### config.mk
export PLATFORM = sky130hd
export DESIGN_NAME = soa_shift_unit
export DESIGN_NICKNAME = d
export VERILOG_FILES = /design/src/design/soa_pkg.sv /design/src/design/soa_shift_unit.sv
export SDC_FILE = /design/constraint.sdc
export NUM_CORES = 1
export LEC_CHECK = 0
export ABC_AREA = 1
export BUFFER_PORTS_ARGS = -buffer_cell sky130_fd_sc_hd__buf_2
export CAP_MARGIN = 20
export CORE_MARGIN = 5
export CORE_UTILIZATION = 45
export CTS_CLUSTER_SIZE = 8
export DETAILED_ROUTE_END_ITERATION = 6
export PLACE_DENSITY = 0.66
export RECOVER_POWER = 100
export SKIP_LAST_GASP = 1
export SYNTH_ARGS = -nofsm -noshare
export SYNTH_HDL_FRONTEND = slang
export SYNTH_SLANG_ARGS = --single-unit
export TNS_END_PERCENT = 10
### constraint.sdc
create_clock -name clk -period 6.63 [get_ports clk]
set_clock_uncertainty 0.1 [all_clocks]
set_input_delay 0.3315 -clock clk [delete_from_list [all_inputs] [get_ports clk]]
set_output_delay 0.3315 -clock clk [all_outputs]
set_load 0.1 [all_outputs]
### src/design/soa_pkg.sv
`timescale 1ns / 1ps
// ----------------------------------------------------------------------------
// soa_pkg
// Shared types, codes and helpers of the slab object allocator.
// ----------------------------------------------------------------------------
package soa_pkg;

  localparam int ADDR_W    = 48;
  localparam int REQ_W     = 12;
  localparam int ALIGN_W   = 4;
  localparam int OSIZE_W   = 16;
  localparam int HELD_W    = 17;
  localparam int STATUS_W  = 3;
  localparam int CMD_W     = 2;
  localparam int CFG_IDX_W = 2;
  localparam int MIN_OBJ   = 8;

  typedef enum logic [CMD_W-1:0] {
    CMD_ALLOC = 2'd0,
    CMD_FREE  = 2'd1,
    CMD_REAP  = 2'd2
  } cmd_t;

  typedef enum logic [STATUS_W-1:0] {
    STAT_OK      = 3'd0,
    STAT_NO_MEM  = 3'd1,
    STAT_DOUBLE  = 3'd2,
    STAT_BAD     = 3'd3,
    STAT_NO_REAP = 3'd4
  } status_t;

  typedef enum logic [1:0] {
    TAG_NONE    = 2'd0,
    TAG_FULL    = 2'd1,
    TAG_PARTIAL = 2'd2,
    TAG_EMPTY   = 2'd3
  } tag_t;

  typedef enum logic [CFG_IDX_W-1:0] {
    REG_REQ_SIZE  = 2'd0,
    REG_ALIGN     = 2'd1,
    REG_POOL_BASE = 2'd2
  } cfg_reg_t;

  typedef enum logic {
    UOP_MUL = 1'b0,
    UOP_DIV = 1'b1
  } uop_t;

  typedef enum logic [3:0] {
    S_IDLE,
    S_NDIV,
    S_PICK,
    S_SCAN,
    S_FILL,
    S_SRD,
    S_SWAIT,
    S_MUL,
    S_FCHK,
    S_FDIV,
    S_FWAIT
  } state_t;

  typedef struct packed {
    logic push;
    logic remove;
  } q_ctl_t;

  // size raised to the minimum, then rounded up to the alignment
  function automatic logic [OSIZE_W-1:0] obj_size(input logic [REQ_W-1:0] req,
                                                  input logic [ALIGN_W-1:0] al);
    logic [OSIZE_W-1:0] s;
    logic [OSIZE_W-1:0] msk;
    s   = (req < REQ_W'(MIN_OBJ)) ? OSIZE_W'(MIN_OBJ) : OSIZE_W'(req);
    msk = (OSIZE_W'(1) << al) - OSIZE_W'(1);
    return (s + msk) & ~msk;
  endfunction

endpackage

### src/design/soa_shift_unit.sv
`timescale 1ns / 1ps
// ----------------------------------------------------------------------------
// soa_shift_unit
// Shared bit-serial unit: restoring divide or shift-add multiply, one bit a
// cycle, AW bits per operation.
// ----------------------------------------------------------------------------
module soa_shift_unit #(
  parameter int AW = 13,
  parameter int SW = 16
) (
  input  logic              clk,
  input  logic              rst,
  input  logic              start,
  input  soa_pkg::uop_t     op,
  input  logic [AW-1:0]     a,
  input  logic [SW-1:0]     b,
  output logic              done,
  output logic [AW-1:0]     quo,
  output logic [SW-1:0]     rem,
  output logic [AW-1:0]     prod
);

  localparam int IW = $clog2(AW + 1);

  logic              busy;
  logic              done_r;
  soa_pkg::uop_t     op_r;
  logic [IW-1:0]     cnt;
  logic [AW-1:0]     sh;
  logic [AW+SW-1:0]  acc;
  logic [SW-1:0]     b_r;

  logic [SW:0]       trial;
  logic              ge;
  logic [AW+SW-1:0]  acc_next;
  logic [AW-1:0]     sh_next;

  always_comb begin
    trial = {acc[SW-1:0], sh[AW-1]};
    ge    = trial >= {1'b0, b_r};
    if (op_r == soa_pkg::UOP_DIV) begin
      acc_next = (AW+SW)'(ge ? (trial - {1'b0, b_r}) : trial);
      sh_next  = {sh[AW-2:0], ge};
    end else begin
      acc_next = (acc << 1) + (sh[AW-1] ? (AW+SW)'(b_r) : '0);
      sh_next  = sh << 1;
    end
  end

  always_ff @(posedge clk) begin
    if (rst) begin
      busy   <= 1'b0;
      done_r <= 1'b0;
      cnt    <= '0;
    end else begin
      done_r <= 1'b0;
      if (start) begin
        busy <= 1'b1;
        cnt  <= IW'(AW);
      end else if (busy) begin
        cnt <= cnt - IW'(1);
        if (cnt == IW'(1)) begin
          busy   <= 1'b0;
          done_r <= 1'b1;
        end
      end
    end
  end

  always_ff @(posedge clk) begin
    if (start) begin
      op_r <= op;
      sh   <= a;
      b_r  <= b;
      acc  <= '0;
    end else if (busy) begin
      sh  <= sh_next;
      acc <= acc_next;
    end
  end

  assign done = done_r;
  assign quo  = sh;
  assign rem  = acc[SW-1:0];
  assign prod = acc[AW-1:0];

endmodule

==> flow_metrics.tcl, run 1 <==
set metrics [dict create \
    slew-limit-headroom_pct -23.8 \
    io_buffers 75 \
    area_delta_synth_final_pct 8.74 \
    drt_iter0_markers 228 \
    async_flop_share_pct 0 \
    crit_start "quo[12]$_DFFE_PP_" \
    startpoint_type "flip-flop" \
    setup_viol 0 \
    fin_crit_sh_pct 51.1 \
    synth.most_common_cell "nand2_1" \
    place.gp.congestion 0.939 \
    tightest_slew_ns 1.86 \
    cp_max_fo 22 \
    postCtsHoldBufs 0 \
    vias 4143 \
    timing.setup.tns_ns 0 \
    clock_latency_ns 0.33 \
    drt_first_pass_iters 5 \
    end_kind "flip-flop" \
    regArea_mm2 0.00134 \
    synth.avg_cell_area_um2 6.89 \
    clock-sinks 52 \
    fillers 1042 \
    utilization_pct 49.4 \
    totalWireLength_mm 11.6 \
    multi_input_area_mm2 0.00241 \
    fmax_mhz 295 \
    p_per_area_mw_per_mm2 243 \
    drt-met1-wl_mm 5.18 \
    clk_pin_slew_worst_paths_ns 0.10 \
    yosysTopAreaCell "edfxtp_1" \
    synth_top_area_share_pct 20.6 \
    seq_area_frac_synth_pct 30.6 \
    grt_pass1_vias 4049 \
    antenna_cells 0 \
    grt_overflow 0 \
    start_util_pct 45.4 \
    antenna_found_initial 0 \
    layout.nets 761 \
    syn-instance-count 636 \
    wl_met2_mm 5.44 \
    hold_start "b[0]" \
    drv_slew 39 \
    cts_tree "built" \
    cts_buffer_depth 2 \
    hold_path_class "in -> reg" \
    ir_drop_mv 0.157 \
    placed_cells 819 \
    cts_root_buffer "clkbuf_8" \
    period_minus_slack_ns 3.39 \
    die_h_um 109 \
    rsz0062_at_grt "false" \
    grt_use_total_pct 20.6 \
    cts_max_level 2 \
    p_leak_nw 2.56 \
    detail-route-antenna-nets 0 \
    ctsResizeCount 0 \
    post-cts-setup-buffers 0 \
    die_x_um 109 \
    critical_path_required_ns 6.74 \
    synth_nets 704 \
    dieArea_mm2 0.0118 \
    status "finished, violations left" \
    ys_warn_count 0 \
    drc 0 \
    post_drt_wl_per_cell_um 14.0 \
    fin_cells 827 \
    synth_area_mm2 0.00438 \
    synth_ff_type "edfxtp_1" \
    post_drt_via_cell_ratio 5.01 \
    ys_ff_latch 52 \
    pin_count 76 \
    crit_arrival_ns 3.49 \
    synth_edf_count 30 \
    core_region_area_mm2 0.00964 \
    grt_pass1_wl_mm 19.0 \
    numCtsBuffers 5 \
    timing.final.hold_violations 0 \
    synth_commonest_cells "nand2_1, inv_1, nand3_1" \
    critPathKind "reg -> reg" \
    row_count 36 \
    met3_length_um 756 \
    ys_top_cells_by_area "edfxtp_1, nand2_1, dfxtp_1" \
    synth.distinct_cells 37 \
    top_layer_used "met4" \
    rr_startpoint "quo[12]$_DFFE_PP_" \
    drive_gt1_share_pct 11.1 \
    place_hpwl_mm 9.10 \
    failed_checks "capacitance limit, slew limit" \
    maxCapViolCount 1 \
    grt_max_degree 39 \
]
[layout make-up]
| class | instances | area share, % |
|---|---|---|
| clock inverter | 2 | 0.814 |
| inverter | 110 | 8.67 |
| timing repair buffer | 76 | 6.83 |
| clock buffer | 6 | 1.52 |
| sequential | 52 | 28.2 |
| tap | 133 | 3.49 |
| multi-input combinational | 448 | 50.5 |
[sequential cells by signal, summed over array words and instances (netlist names)]
register and count:
acc 16, b_r 16, busy 1, cnt 4, done 1, op_r 1, quo 13
[cell families (layout without fill, tap and decap cells)]
kind of cell    Yosys count  after routing  synth area share, %
fa+ha+maj                35             35                 10.3
flops                    52             52                 30.6
simple gates            329            329                 33.6
compound gates           71             71                 9.17
xor+xnor                 13             13                 2.60
buf+inv                 136            194                 13.6
[layout by cell type, fill, tap and decap left out, types with 30 or more instances in the layout]
| cell | n |
|---|---|
| nor2_1 | 36 |
| nand2_1 | 202 |
| ha_1 | 33 |
| inv_1 | 103 |
| edfxtp_1 | 30 |
| clkbuf_1 | 45 |
| a21oi_1 | 32 |
| nand3_1 | 53 |
| buf_2 | 32 |
[per-stage QoR]
| stage | total power [W] | hold WS (ns) | setup WS, ns | area [um2] |
|---|---|---|---|---|
| finish | 0.00116 | 0.0646 | 3.24 | 4760 |
| detailed placement | 0.000944 | 0.380 | 3.85 | 4750 |
| global route | 0.00123 | 0.0473 | 3.01 | 4760 |
| CTS | 0.00117 | 0.0524 | 3.81 | 4860 |
| floorplan | 0.000854 | 0.301 | 3.38 | 4380 |
| global placement | 0.000938 | 0.356 | 3.98 | 4750 |
[layer usage]
| metal | up-vias | global-route usage, % |
|---|---|---|
| met5 | - | 0 |
| met4 | 0 | 6.67 |
| met3 | 15 | 4.20 |
| met2 | 132 | 35.1 |
| met1 | 1884 | 26.2 |
| li1 | 2112 | - |
[worst paths after layout]
| kind | endpoint | slack [ns] | cells after the start |
|---|---|---|---|
| max | acc[3]$_SDFFE_PP0P_ | 3.24 | 13 |
| max reg2reg | acc[3]$_SDFFE_PP0P_ | 3.24 | 13 |
| min reg2reg | cnt[3]$_SDFFE_PP0P_ | 0.39 | 2 |
| min | b_r[0]$_DFFE_PP_ | 0.06 | 1 |
[worst max-delay path, cell delays in order (launching register included)]
cell and delay (ns):
edfxtp_1 0.76, inv_1 0.11, ha_1 0.35, nand3_1 0.10, nor2_1 0.18, nand2_2 0.07
nor2_1 0.17, nor2_4 0.06, nand2_1 0.61, inv_1 0.35, nand2_1 0.14, nand3_1 0.07
nand3_1 0.10, o21ai_0 0.10
[report_power, final]
group / switching [W] / internal (W)
clock: 0.000115 / 0.000114
sequential: 0.0000413 / 0.000374
combinational: 0.000391 / 0.000121
total: 0.000547 / 0.000609
Power figures use the tool's default switching activity.
==> run 2, diff against run 1 <==
--- a/config.mk
+++ b/config.mk
@@ -12,7 +12,7 @@
 export CORE_UTILIZATION = 45
 export CTS_CLUSTER_SIZE = 8
 export DETAILED_ROUTE_END_ITERATION = 6
-export PLACE_DENSITY = 0.66
+export PLACE_DENSITY = 0.69
 export RECOVER_POWER = 100
 export SKIP_LAST_GASP = 1
 export SYNTH_ARGS = -nofsm -noshare
==> constraint.sdc (replaced) <==
create_clock -name clk -period 3.1 [get_ports clk]
set_clock_uncertainty 0.1 [all_clocks]
set_input_delay 0.155 -clock clk [delete_from_list [all_inputs] [get_ports clk]]
set_output_delay 0.155 -clock clk [all_outputs]
set_load 0.1 [all_outputs]
==> flow_metrics.tcl, run 2 (synthesized netlist as in run 1, its figures left out) <==
set metrics [dict create \
    drc 0 \
    critical_path_required_ns 3.20 \
    start_util_pct 45.4 \
    period_minus_slack_ns 2.69 \
    drt_iter0_markers 292 \
    cts_max_level 2 \
    place.gp.congestion 0.905 \
    tightest_slew_ns 1.31 \
    grt_pass1_wl_mm 19.8 \
    drv_slew 0 \
    met3_length_um 831 \
    cts_root_buffer "clkbuf_8" \
    place_area_mm2 0.00478 \
    grt_pass1_vias 4177 \
    critPathKind "reg -> reg" \
    numCtsBuffers 5 \
    clock-sinks 52 \
    setup_viol 0 \
    post_drt_wl_per_cell_um 14.5 \
    maxCapViolCount 0 \
    area_delta_synth_final_pct 14.5 \
    fin_area_mm2 0.00502 \
    grt_max_degree 25 \
    die_x_um 109 \
    die_h_um 109 \
    drive_gt1_share_pct 11.6 \
    antenna_cells 0 \
    cts_tree "built" \
    dieArea_mm2 0.0118 \
    reg2reg_depth 13 \
    end_kind "flip-flop" \
    cts_buffer_depth 2 \
    cp_max_fo 22 \
    hold_ws_ns 0.00288 \
    layout.nets 789 \
    place_hpwl_mm 9.48 \
    r2r-end "acc[3]$_SDFFE_PP0P_" \
    vias 4298 \
    r2r_setup_slack_ns 0.41 \
    most-common-layout-cells "nand2_1, inv_1, nand3_1" \
    drt_first_pass_iters 7 \
    setup_ws_ns 0.406 \
    min_to "quo[4]$_DFFE_PP_" \
    drt-met1-wl_mm 5.56 \
    rsz0062_at_grt "false" \
    core_region_area_mm2 0.00964 \
    pin_count 76 \
    grt_use_total_pct 21.3 \
    hold_start "a[4]" \
    p_leak_nw 2.65 \
    clk_pin_slew_worst_paths_ns 0.10 \
    dp_slack_ns 0.652 \
    antenna_found_initial 0 \
    grt_overflow 0 \
    status "completed" \
    timing.setup.tns_ns 0 \
    p_per_area_mw_per_mm2 485 \
    timing.final.hold_violations 0 \
    io_buffers 75 \
    totalWireLength_mm 12.4 \
    fmax_mhz 371 \
    startpoint_type "flip-flop" \
    hold_path_class "in -> reg" \
    detail-route-antenna-nets 0 \
    holdPathStages 3 \
    top_layer_used "met4" \
    final_common_cell "nand2_1" \
    ir_drop_mv 0.481 \
    rr_startpoint "quo[12]$_DFFE_PP_" \
    fin_crit_sh_pct 86.9 \
    clock_latency_ns 0.33 \
    slew-limit-headroom_pct 12.5 \
    row_count 36 \
    crit_arrival_ns 2.80 \
    wl_met2_mm 5.77 \
    post_drt_via_cell_ratio 5.03 \
]
[run 2: cell count changes in the layout (fill, tap and decap cells not counted), moves of 2 or more]
| cell | delta |
|---|---|
| dlygate4sd3_1 | +23 |
| buf_4 | +3 |
| clkbuf_1 | +2 |
| nor2_1 | -2 |
| o21ai_0 | -2 |
[run 2: per-layer routing]
metal / global-route usage, % / vias to the layer above
li1: - / 2169
met1: 27.9 / 1967
met2: 35.9 / 145
met3: 3.79 / 17
met4: 6.40 / 0
met5: 0 / -
[run 2: power by group]
part	switching, W	total (W)	leakage (nW)	internal [W]
sequential	0.0000712	0.000871	0.481	0.000800
combinational	0.000869	0.00115	2.12	0.000284
clock	0.000249	0.000410	0.0414	0.000161
[run 2: critical path: stages, from the launching register on]
cell,delay [ns]
edfxtp_1,0.37
clkbuf_2,0.38
inv_1,0.10
ha_1,0.24
inv_1,0.10
nand3_1,0.09
nand3_1,0.15
nand2_1,0.20
nand2_4,0.31
inv_2,0.17
nand2_1,0.09
nand3_1,0.07
nand3_1,0.12
o21ai_2,0.07
[run 2: through the flow]
step / power, W / cells / util [%]
floorplan: 0.00183 / 636 / -
global placement: 0.00202 / 824 / 49.6
detailed placement: 0.00203 / 824 / 49.6
CTS: 0.00246 / 855 / 52.9
global route: 0.00257 / 855 / 52.0
finish: 0.00243 / 855 / 52.0
[run 2: final cells by class]
type	count	area [um2]
multi-input combinational	448	2420
timing repair buffer	104	586
fill	1011	4620
clock buffer	6	72.6
inverter	110	413
tap	133	166
sequential	52	1340
clock inverter	2	16.3
[run 2: how the worst max path moves through the flow]
stage	startpoint	end	slack [ns]	cells after the start
after global placement	b_r[15]$_DFFE_PP_	acc[3]$_SDFFE_PP0P_	0.64	13
after CTS	quo[12]$_DFFE_PP_	acc[3]$_SDFFE_PP0P_	0.62	14
after detailed placement	quo[12]$_DFFE_PP_	acc[3]$_SDFFE_PP0P_	0.65	14
after global routing	quo[12]$_DFFE_PP_	acc[3]$_SDFFE_PP0P_	0.22	13
final	quo[12]$_DFFE_PP_	acc[3]$_SDFFE_PP0P_	0.41	13
after floorplan	quo[12]$_DFFE_PP_	acc[15]$_SDFFE_PP0P_	0.03	19
[run 2: what timing repair did]
item	CTS	global route
hold endpoints to repair	23	0
resized for setup	0	0
buffers inserted	0	0
setup endpoints to repair	0	0
hold buffers	23	0
