--- config.mk ---
export PLATFORM = sky130hd
export DESIGN_NAME = soa_page_queue
export DESIGN_NICKNAME = d
export VERILOG_FILES = /design/src/design/soa_pkg.sv /design/src/design/soa_page_queue.sv
export SDC_FILE = /design/constraint.sdc
export NUM_CORES = 1
export LEC_CHECK = 0
export BUFFER_PORTS_ARGS = -buffer_cell sky130_fd_sc_hd__buf_2
export CAP_MARGIN = 5
export CORE_MARGIN = 8
export CORE_UTILIZATION = 45
export CTS_CLUSTER_SIZE = 16
export DETAILED_ROUTE_END_ITERATION = 16
export GPL_TIMING_DRIVEN = 1
export PLACE_DENSITY_LB_ADDON = 0.08
export SETUP_SLACK_MARGIN = 0.15
export SYNTH_ARGS = -nofsm -noshare
export SYNTH_HDL_FRONTEND = slang
export SYNTH_SLANG_ARGS = --single-unit
--- constraint.sdc ---
create_clock -name clk -period 6.8 [get_ports clk]
set_input_delay 1.36 -clock clk [delete_from_list [all_inputs] [get_ports clk]]
set_output_delay 1.36 -clock clk [all_outputs]
set_load 0.01 [all_outputs]
--- src/design/soa_pkg.sv ---
`timescale 1ns / 1ps
// ----------------------------------------------------------------------------
// soa_pkg
// Shared types, codes and helpers of the slab object allocator.
// ----------------------------------------------------------------------------
package soa_pkg;

  localparam int ADDR_W    = 48;
  localparam int REQ_W     = 12;
  localparam int ALIGN_W   = 4;
  localparam int OSIZE_W   = 16;
  localparam int HELD_W    = 17;
  localparam int STATUS_W  = 3;
  localparam int CMD_W     = 2;
  localparam int CFG_IDX_W = 2;
  localparam int MIN_OBJ   = 8;

  typedef enum logic [CMD_W-1:0] {
    CMD_ALLOC = 2'd0,
    CMD_FREE  = 2'd1,
    CMD_REAP  = 2'd2
  } cmd_t;

  typedef enum logic [STATUS_W-1:0] {
    STAT_OK      = 3'd0,
    STAT_NO_MEM  = 3'd1,
    STAT_DOUBLE  = 3'd2,
    STAT_BAD     = 3'd3,
    STAT_NO_REAP = 3'd4
  } status_t;

  typedef enum logic [1:0] {
    TAG_NONE    = 2'd0,
    TAG_FULL    = 2'd1,
    TAG_PARTIAL = 2'd2,
    TAG_EMPTY   = 2'd3
  } tag_t;

  typedef enum logic [CFG_IDX_W-1:0] {
    REG_REQ_SIZE  = 2'd0,
    REG_ALIGN     = 2'd1,
    REG_POOL_BASE = 2'd2
  } cfg_reg_t;

  typedef enum logic {
    UOP_MUL = 1'b0,
    UOP_DIV = 1'b1
  } uop_t;

  typedef enum logic [3:0] {
    S_IDLE,
    S_NDIV,
    S_PICK,
    S_SCAN,
    S_FILL,
    S_SRD,
    S_SWAIT,
    S_MUL,
    S_FCHK,
    S_FDIV,
    S_FWAIT
  } state_t;

  typedef struct packed {
    logic push;
    logic remove;
  } q_ctl_t;

  // size raised to the minimum, then rounded up to the alignment
  function automatic logic [OSIZE_W-1:0] obj_size(input logic [REQ_W-1:0] req,
                                                  input logic [ALIGN_W-1:0] al);
    logic [OSIZE_W-1:0] s;
    logic [OSIZE_W-1:0] msk;
    s   = (req < REQ_W'(MIN_OBJ)) ? OSIZE_W'(MIN_OBJ) : OSIZE_W'(req);
    msk = (OSIZE_W'(1) << al) - OSIZE_W'(1);
    return (s + msk) & ~msk;
  endfunction

endpackage

--- src/design/soa_page_queue.sv ---
`timescale 1ns / 1ps
// ----------------------------------------------------------------------------
// soa_page_queue
// Ordered page queue: append at the tail, remove a page from any place with
// the entries behind it closing up. Entry 0 is the oldest.
// ----------------------------------------------------------------------------
module soa_page_queue #(
  parameter int DEPTH = 16,
  parameter int PIW   = 4
) (
  input  logic                        clk,
  input  logic                        rst,
  input  soa_pkg::q_ctl_t             ctl,
  input  logic [PIW-1:0]              page,
  output logic [PIW-1:0]              head,
  output logic [$clog2(DEPTH+1)-1:0]  count
);

  localparam int CW = $clog2(DEPTH + 1);

  logic [PIW-1:0] q      [DEPTH];
  logic [PIW-1:0] q_next [DEPTH];
  logic [CW-1:0]  cnt;
  logic [CW-1:0]  cnt_rm;
  logic [CW-1:0]  cnt_next;
  logic [DEPTH-1:0] gone;
  logic           hit;

  always_comb begin
    hit = 1'b0;
    for (int i = 0; i < DEPTH; i++) begin
      hit     = hit | ((CW'(i) < cnt) && (q[i] == page));
      gone[i] = hit & ctl.remove;
    end
    cnt_rm = cnt - CW'(hit & ctl.remove);
    for (int i = 0; i < DEPTH; i++) begin
      if (i < DEPTH - 1) begin
        q_next[i] = gone[i] ? q[(i < DEPTH - 1) ? i + 1 : i] : q[i];
      end else begin
        q_next[i] = q[i];
      end
      if (ctl.push && (CW'(i) == cnt_rm)) begin
        q_next[i] = page;
      end
    end
    cnt_next = cnt_rm + CW'(ctl.push && (cnt_rm < CW'(DEPTH)));
  end

  always_ff @(posedge clk) begin
    if (rst) begin
      cnt <= '0;
    end else begin
      cnt <= cnt_next;
    end
  end

  always_ff @(posedge clk) begin
    for (int i = 0; i < DEPTH; i++) begin
      q[i] <= q_next[i];
    end
  end

  assign head  = q[0];
  assign count = cnt;

endmodule

==> results of run 1 <==
-- worst paths after layout --
kind              startpoint  cells after the start       end  slack [ps]
hold / removal      q[0][14]                      1  q[0][10]         600
setup / recovery     page[0]                     15   q[1][3]        1490
setup reg to reg    count[3]                     14   q[1][3]        2130
hold reg to reg     q[0][14]                      1  q[0][10]         600
-- cells in the mapped netlist (2+ instances only) --
cell / number / share of area (%)
inv_1: 5 / 0.44
buf_2: 10 / 1.2
nor3b_2: 2 / 0.59
o2111ai_1: 2 / 0.41
xor2_1: 46 / 9.4
a22oi_1: 3 / 0.53
xnor2_2: 2 / 0.76
buf_4: 7 / 1.2
nor2_1: 20 / 1.8
buf_6: 3 / 0.79
ha_1: 4 / 1.2
nand2_1: 10 / 0.88
a211oi_1: 2 / 0.35
nand3_2: 4 / 0.94
o21ai_1: 2 / 0.23
mux2_2: 56 / 15
nand4_1: 7 / 1.0
clkbuf_1: 4 / 0.35
nor3_1: 5 / 0.59
edfxtp_1: 64 / 45
nor2b_1: 3 / 0.44
nand3_1: 7 / 0.82
a311oi_1: 2 / 0.41
xnor2_1: 23 / 4.7
mux2_4: 4 / 1.4
dfxtp_1: 5 / 2.3
o21ai_0: 2 / 0.23
nor2_2: 3 / 0.44
a21oi_1: 7 / 0.82
nand3b_1: 2 / 0.35
nor4_1: 7 / 1.0
-- cells in the final DEF (no fill, tap or decap), types with 7 or more instances in the layout --
cell type,netlist,layout
nor4_1,7,7
nand3_1,7,7
nand4_1,7,7
mux2_2,56,56
nor2_1,20,20
clkbuf_8,0,14
nand2_1,10,10
edfxtp_1,64,64
a21oi_1,7,7
xnor2_1,23,23
buf_2,10,16
xor2_1,46,46
-- metrics by stage --
step                      util (%)  total power, mW  hold slack [ps]  worst slack [ps]  instances
after floorplan                  -             1.28              572              2100        344
after global placement        47.3             1.44              583              1290        466
after detailed placement      47.3             1.45              587              1200        466
after CTS                     49.4             1.78              607              1540        482
after global routing          49.4             1.88              614              1210        482
final                         49.4             1.77              603              1490        482
-- power by group through the flow --
stage	Clock (mW)	Sequential, mW	Combinational (mW)
6_report	0.333	0.753	0.682
3_3_place_gp	0	0.762	0.678
5_1_grt	0.357	0.769	0.753
4_1_cts	0.342	0.754	0.689
3_5_place_dp	0	0.763	0.682
2_1_floorplan	0	0.720	0.558
-- sequential cells by signal, indices dropped and copies added (netlist names) --
register	flops
count	5
q	64
-- area by class of cell --
class | instances | area (um2) | area share [%]
Multi-Input combinational cell | 245 | 2070 | 45.4
Tap cell | 129 | 161 | 3.53
Inverter | 6 | 22.5 | 0.493
Timing Repair Buffer | 17 | 87.6 | 1.92
Sequential cell | 69 | 2020 | 44.3
Clock buffer | 16 | 200 | 4.38
-- per-layer routing --
metal / up-vias / part of all wire (%) / track usage, % / wire length, um
met5: - / 0 / 0 / 0
met1: 1297 / 49 / 18.7 / 4410
li1: 1265 / - / - / -
met3: 13 / 1.8 / 2.91 / 159
met4: 0 / 1.7 / 5.51 / 151
met2: 19 / 47 / 24.3 / 4210
-- critical path, stage by stage --
cell	delay, ps
buf_2	580
xor2_1	200
nor4_1	90
a22oi_1	330
and4_1	350
nor4b_4	280
nand2_1	90
ha_1	200
ha_1	240
nor3b_2	190
xnor2_2	230
and2_2	230
nand3_2	190
nor2_1	400
mux2_2	390
-- cell families after synthesis --
kind of cell             Yosys count  synth area share, %
AND/OR/NAND/NOR                   79                 10.9
XOR/XNOR                          72                 15.3
flip-flops                        69                 47.3
multiplexers                      60                 16.2
AO/OA/AOI/OAI                     30                 5.04
buffers and inverters             30                 4.07
adder cells (fa/ha/maj)            4                 1.17
==> impl_metrics.py, run 1 <==
metrics = {
    "detailed_routing": {
        "drt_first_pass_iters": 4,
        "num_vias": 2594,
        "drc": 0,
        "post_drt_wl_per_cell_um": 18.5,
        "via_per_inst": 5.38,
        "antenna_left": 0,
        "postRouteWirelength_mm": 8.93,
        "first_iter_violations": 155,
    },
    "clock_tree": {
        "clk_path_buf_depth": 2,
        "post_cts_buffers": 0,
        "clk_pin_slew_ps": 70,
        "cts-resized-gates": 0,
        "worstSkewPairLatency_ps": 350,
        "htree_levels": 3,
        "cts_root_buf": "clkbuf_8",
        "cts_tree": "done",
        "cts_buffers": 9,
        "clock_sinks": 69,
        "cts_hold_buf": 0,
    },
    "sta": {
        "tns_ps": 0,
        "fin_crit_sh_pct": 78.2,
        "min_period_ps": 5310,
        "worst_pin_slew_ps": 752,
        "fmax_mhz": 188,
        "rsz0062_at_grt": "false",
        "setup_viol": 0,
        "slew-limit-headroom_pct": 49.9,
        "final_hold_viol_count": 0,
        "slew_violations": 0,
        "finClkSkew_ps": 13.9,
    },
    "worst_setup_path": {
        "crit_required_ps": 6890,
        "end_kind": "flop",
        "cp-start-kind": "input pin",
        "arrival_ps": 5400,
        "worstPathMaxFanout": 32,
        "critPathKind": "in -> reg",
    },
    "floorplan": {
        "core_area_um2": 9240,
        "pin_count": 17,
        "start_util_pct": 46.2,
        "fp.dieArea_um2": 12900,
        "die_y_um": 113,
        "rows": 35,
        "die_x_um": 113,
    },
    "final_layout": {
        "nets": 360,
        "design_area_um2": 4570,
        "nFillCells": 809,
        "area_growth_syn_to_layout_pct": 6.97,
        "insertedDiodeCount": 0,
        "layout-drive-gt1-share_pct": 31.2,
    },
    "power": {
        "pwr-share-seq_pct": 42.6,
        "clockPowerShare_pct": 18.8,
        "switching_power_mw": 0.649,
        "peakVddDrop_v": 0.000126,
        "power.share.switching_pct": 36.7,
        "pwr-share-comb_pct": 38.6,
        "power.density_nw_per_um2": 387,
        "p_leak_nw": 1.59,
        "p_int_mw": 1.12,
    },
    "global_routing": {
        "grt_pass1_wl_mm": 14.9,
        "globalRouteOverflowTotal": 0,
        "grt_pass1_vias": 2775,
        "grt_usage_pct": 14.7,
        "grt_start_max_net_pins": 33,
        "antenna_found_initial": 0,
    },
    "logic_synthesis": {
        "synth-async-reset-ratio_pct": 0,
        "yosysUniqueCellTypes": 52,
        "syn_inst": 344,
        "synth_area_per_cell_um2": 12.4,
        "yosysSeqAreaShare_pct": 47.3,
        "syn_area_um2": 4270,
        "syn-num-nets": 356,
        "synth_edf_count": 64,
        "ys_ff_latch": 69,
        "ys.flop_type": "edfxtp_1",
        "yosys_warnings": 0,
    },
    "outcome": {
        "status": "finished clean",
    },
    "flow_run": {
        "maxCapViolations": 0,
    },
    "hold_path": {
        "min_path_type": "reg -> reg",
    },
    "placement": {
        "gp_congestion": 0.809,
        "hpwl_mm": 6.45,
        "port_buffers": 16,
        "dpl_cell_area_um2": 4370,
    },
}
No activity file was read; power rests on OpenSTA's default activity.
==> inputs of run 2 (changes only) <==
==> constraint.sdc (replaced) <==
create_clock -name clk -period 4.8 [get_ports clk]
set_input_delay 0.96 -clock clk [delete_from_list [all_inputs] [get_ports clk]]
set_output_delay 0.96 -clock clk [all_outputs]
set_load 0.01 [all_outputs]
==> impl_metrics.py, run 2 (synthesis gave the netlist of run 1 again) <==
metrics = {
    "final_layout": {
        "nets": 383,
        "final_cells": 505,
        "regMostFlops": "q",
        "design_area_um2": 4760,
        "nFillCells": 831,
        "final_util_pct": 51.5,
        "area_growth_syn_to_layout_pct": 11.4,
        "largest_register_ff_count": 64,
        "insertedDiodeCount": 0,
        "layout_common_cells": "edfxtp_1, mux2_2, xor2_1, buf_4, xnor2_1",
        "layout-drive-gt1-share_pct": 35.9,
        "final_common_cell": "edfxtp_1",
    },
    "detailed_routing": {
        "post_drt_wl_per_cell_um": 18.2,
        "via_per_inst": 5.25,
        "postRouteWirelength_mm": 9.21,
        "drt_first_pass_iters": 4,
        "drc": 0,
        "num_vias": 2650,
        "antenna_left": 0,
        "first_iter_violations": 158,
    },
    "global_routing": {
        "grt_pass1_wl_mm": 15.4,
        "grt_pass1_vias": 2908,
        "grt_start_max_net_pins": 16,
        "antenna_found_initial": 0,
        "grt_usage_pct": 15.3,
        "globalRouteOverflowTotal": 0,
    },
    "clock_tree": {
        "cts_tree": "done",
        "clock_sinks": 69,
        "cts_root_buf": "clkbuf_8",
        "cts_hold_buf": 0,
        "clk_path_buf_depth": 2,
        "clk_pin_slew_ps": 80,
        "cts_buffers": 9,
        "htree_levels": 3,
        "worstSkewPairLatency_ps": 340,
    },
    "worst_setup_path": {
        "crit_slowest_cell": "nor4_1",
        "reg2reg_depth": 15,
        "arrival_ps": 4620,
        "critical_path_cell_count": 16,
        "path_delay_family": "simple AND/OR/NAND/NOR gates",
        "cp-start-kind": "input pin",
        "end_kind": "flop",
        "worstPathMaxFanout": 13,
        "crit_required_ps": 4900,
        "path_buf_inv": 2,
        "critPathKind": "in -> reg",
        "critical-path-max-stage-delay_ps": 440,
        "crit_chain": "buf_2, buf_4, xor2_1, nor4_1, a2bb2oi_1, a31oi_2, nor4b_4, nand2_1, ha_1, ha_1, nor3b_2, xnor2_2, and2_2, nand3_2, nor2_1, mux2_2",
        "crit_path_frequent_cell": "ha_1",
    },
    "sta": {
        "final_hold_viol_count": 0,
        "min_period_ps": 4520,
        "fmax_mhz": 221,
        "timing.final.ws_setup_ps": 278,
        "slew_violations": 0,
        "finClkSkew_ps": 11.0,
        "rsz0062_at_grt": "true",
        "setup_viol": 0,
        "fin_crit_sh_pct": 94.2,
        "worst_pin_slew_ps": 631,
        "slew-limit-headroom_pct": 57.4,
    },
    "placement": {
        "hpwl_mm": 7.06,
        "dpl_cell_area_um2": 4540,
        "post-place-ws_ps": -95.8,
        "gp_congestion": 0.831,
        "port_buffers": 16,
        "dpl.cell_count": 489,
    },
    "power": {
        "p_leak_nw": 1.71,
        "peakVddDrop_v": 0.000242,
        "power_mw": 2.60,
        "power.density_nw_per_um2": 546,
    },
    "floorplan": {
        "pin_count": 17,
        "fp.dieArea_um2": 12900,
        "die_x_um": 113,
        "start_util_pct": 46.2,
        "core_area_um2": 9240,
        "die_y_um": 113,
        "rows": 35,
    },
    "outcome": {
        "status": "finished clean",
    },
    "flow_run": {
        "maxCapViolations": 0,
    },
    "hold_path": {
        "min_path_cells": 1,
        "min_path_type": "reg -> reg",
    },
}
## run 2: repair_timing
| action | CTS | global route |
|---|---|---|
| endpoints found under the setup margin | 0 | 48 |
| gates resized for setup | 0 | 2 |
| setup buffers | 0 | 0 |
## run 2: worst reg2reg max path: cells and delay by family (launching register included)
family	cells	cell delay, ps
and+or+nand+nor	7	1720
adders and majority gates	2	400
buffers and inverters	1	230
xor gates and xnor gates	1	220
AOI/OAI and AO/OA	3	540
DFF	1	420
muxes	1	380
## run 2: layout make-up
| class | instances | area (um2) | area share, % |
|---|---|---|---|
| clock buffer | 13 | 169 | 3.55 |
| clock inverter | 3 | 42.5 | 0.894 |
| inverter | 6 | 22.5 | 0.473 |
| multi-input combinational | 245 | 2080 | 43.7 |
| sequential | 69 | 2020 | 42.5 |
| tap | 129 | 161 | 3.39 |
| timing repair buffer | 40 | 263 | 5.52 |
## run 2: per-stage QoR
step	TNS, ps	hold slack (ps)
finish	0	598
global route	0	622
CTS	0	605
detailed placement	-2870	588
global placement	0	580
floorplan	0	572
## run 2: per-layer routing
layer	up-vias	GRT usage [%]	wire, um
met5	-	0	0
met4	0	5.42	142
met3	13	3.65	211
met2	23	25.9	4520
met1	1305	18.5	4330
li1	1309	-	-
## run 2: worst paths after layout
path	startpoint	endpoint	slack (ps)
max	page[2]	q[0][1]	280
min	q[1][4]	q[1][0]	600
max reg2reg	count[2]	q[0][1]	650
min reg2reg	q[1][4]	q[1][0]	600
## run 2: power by group
group	total (mW)	switching (mW)	internal, mW
Clock	0.499	0.217	0.282
Sequential	1.04	0.120	0.917
Combinational	1.06	0.606	0.457
Total	2.60	0.943	1.66
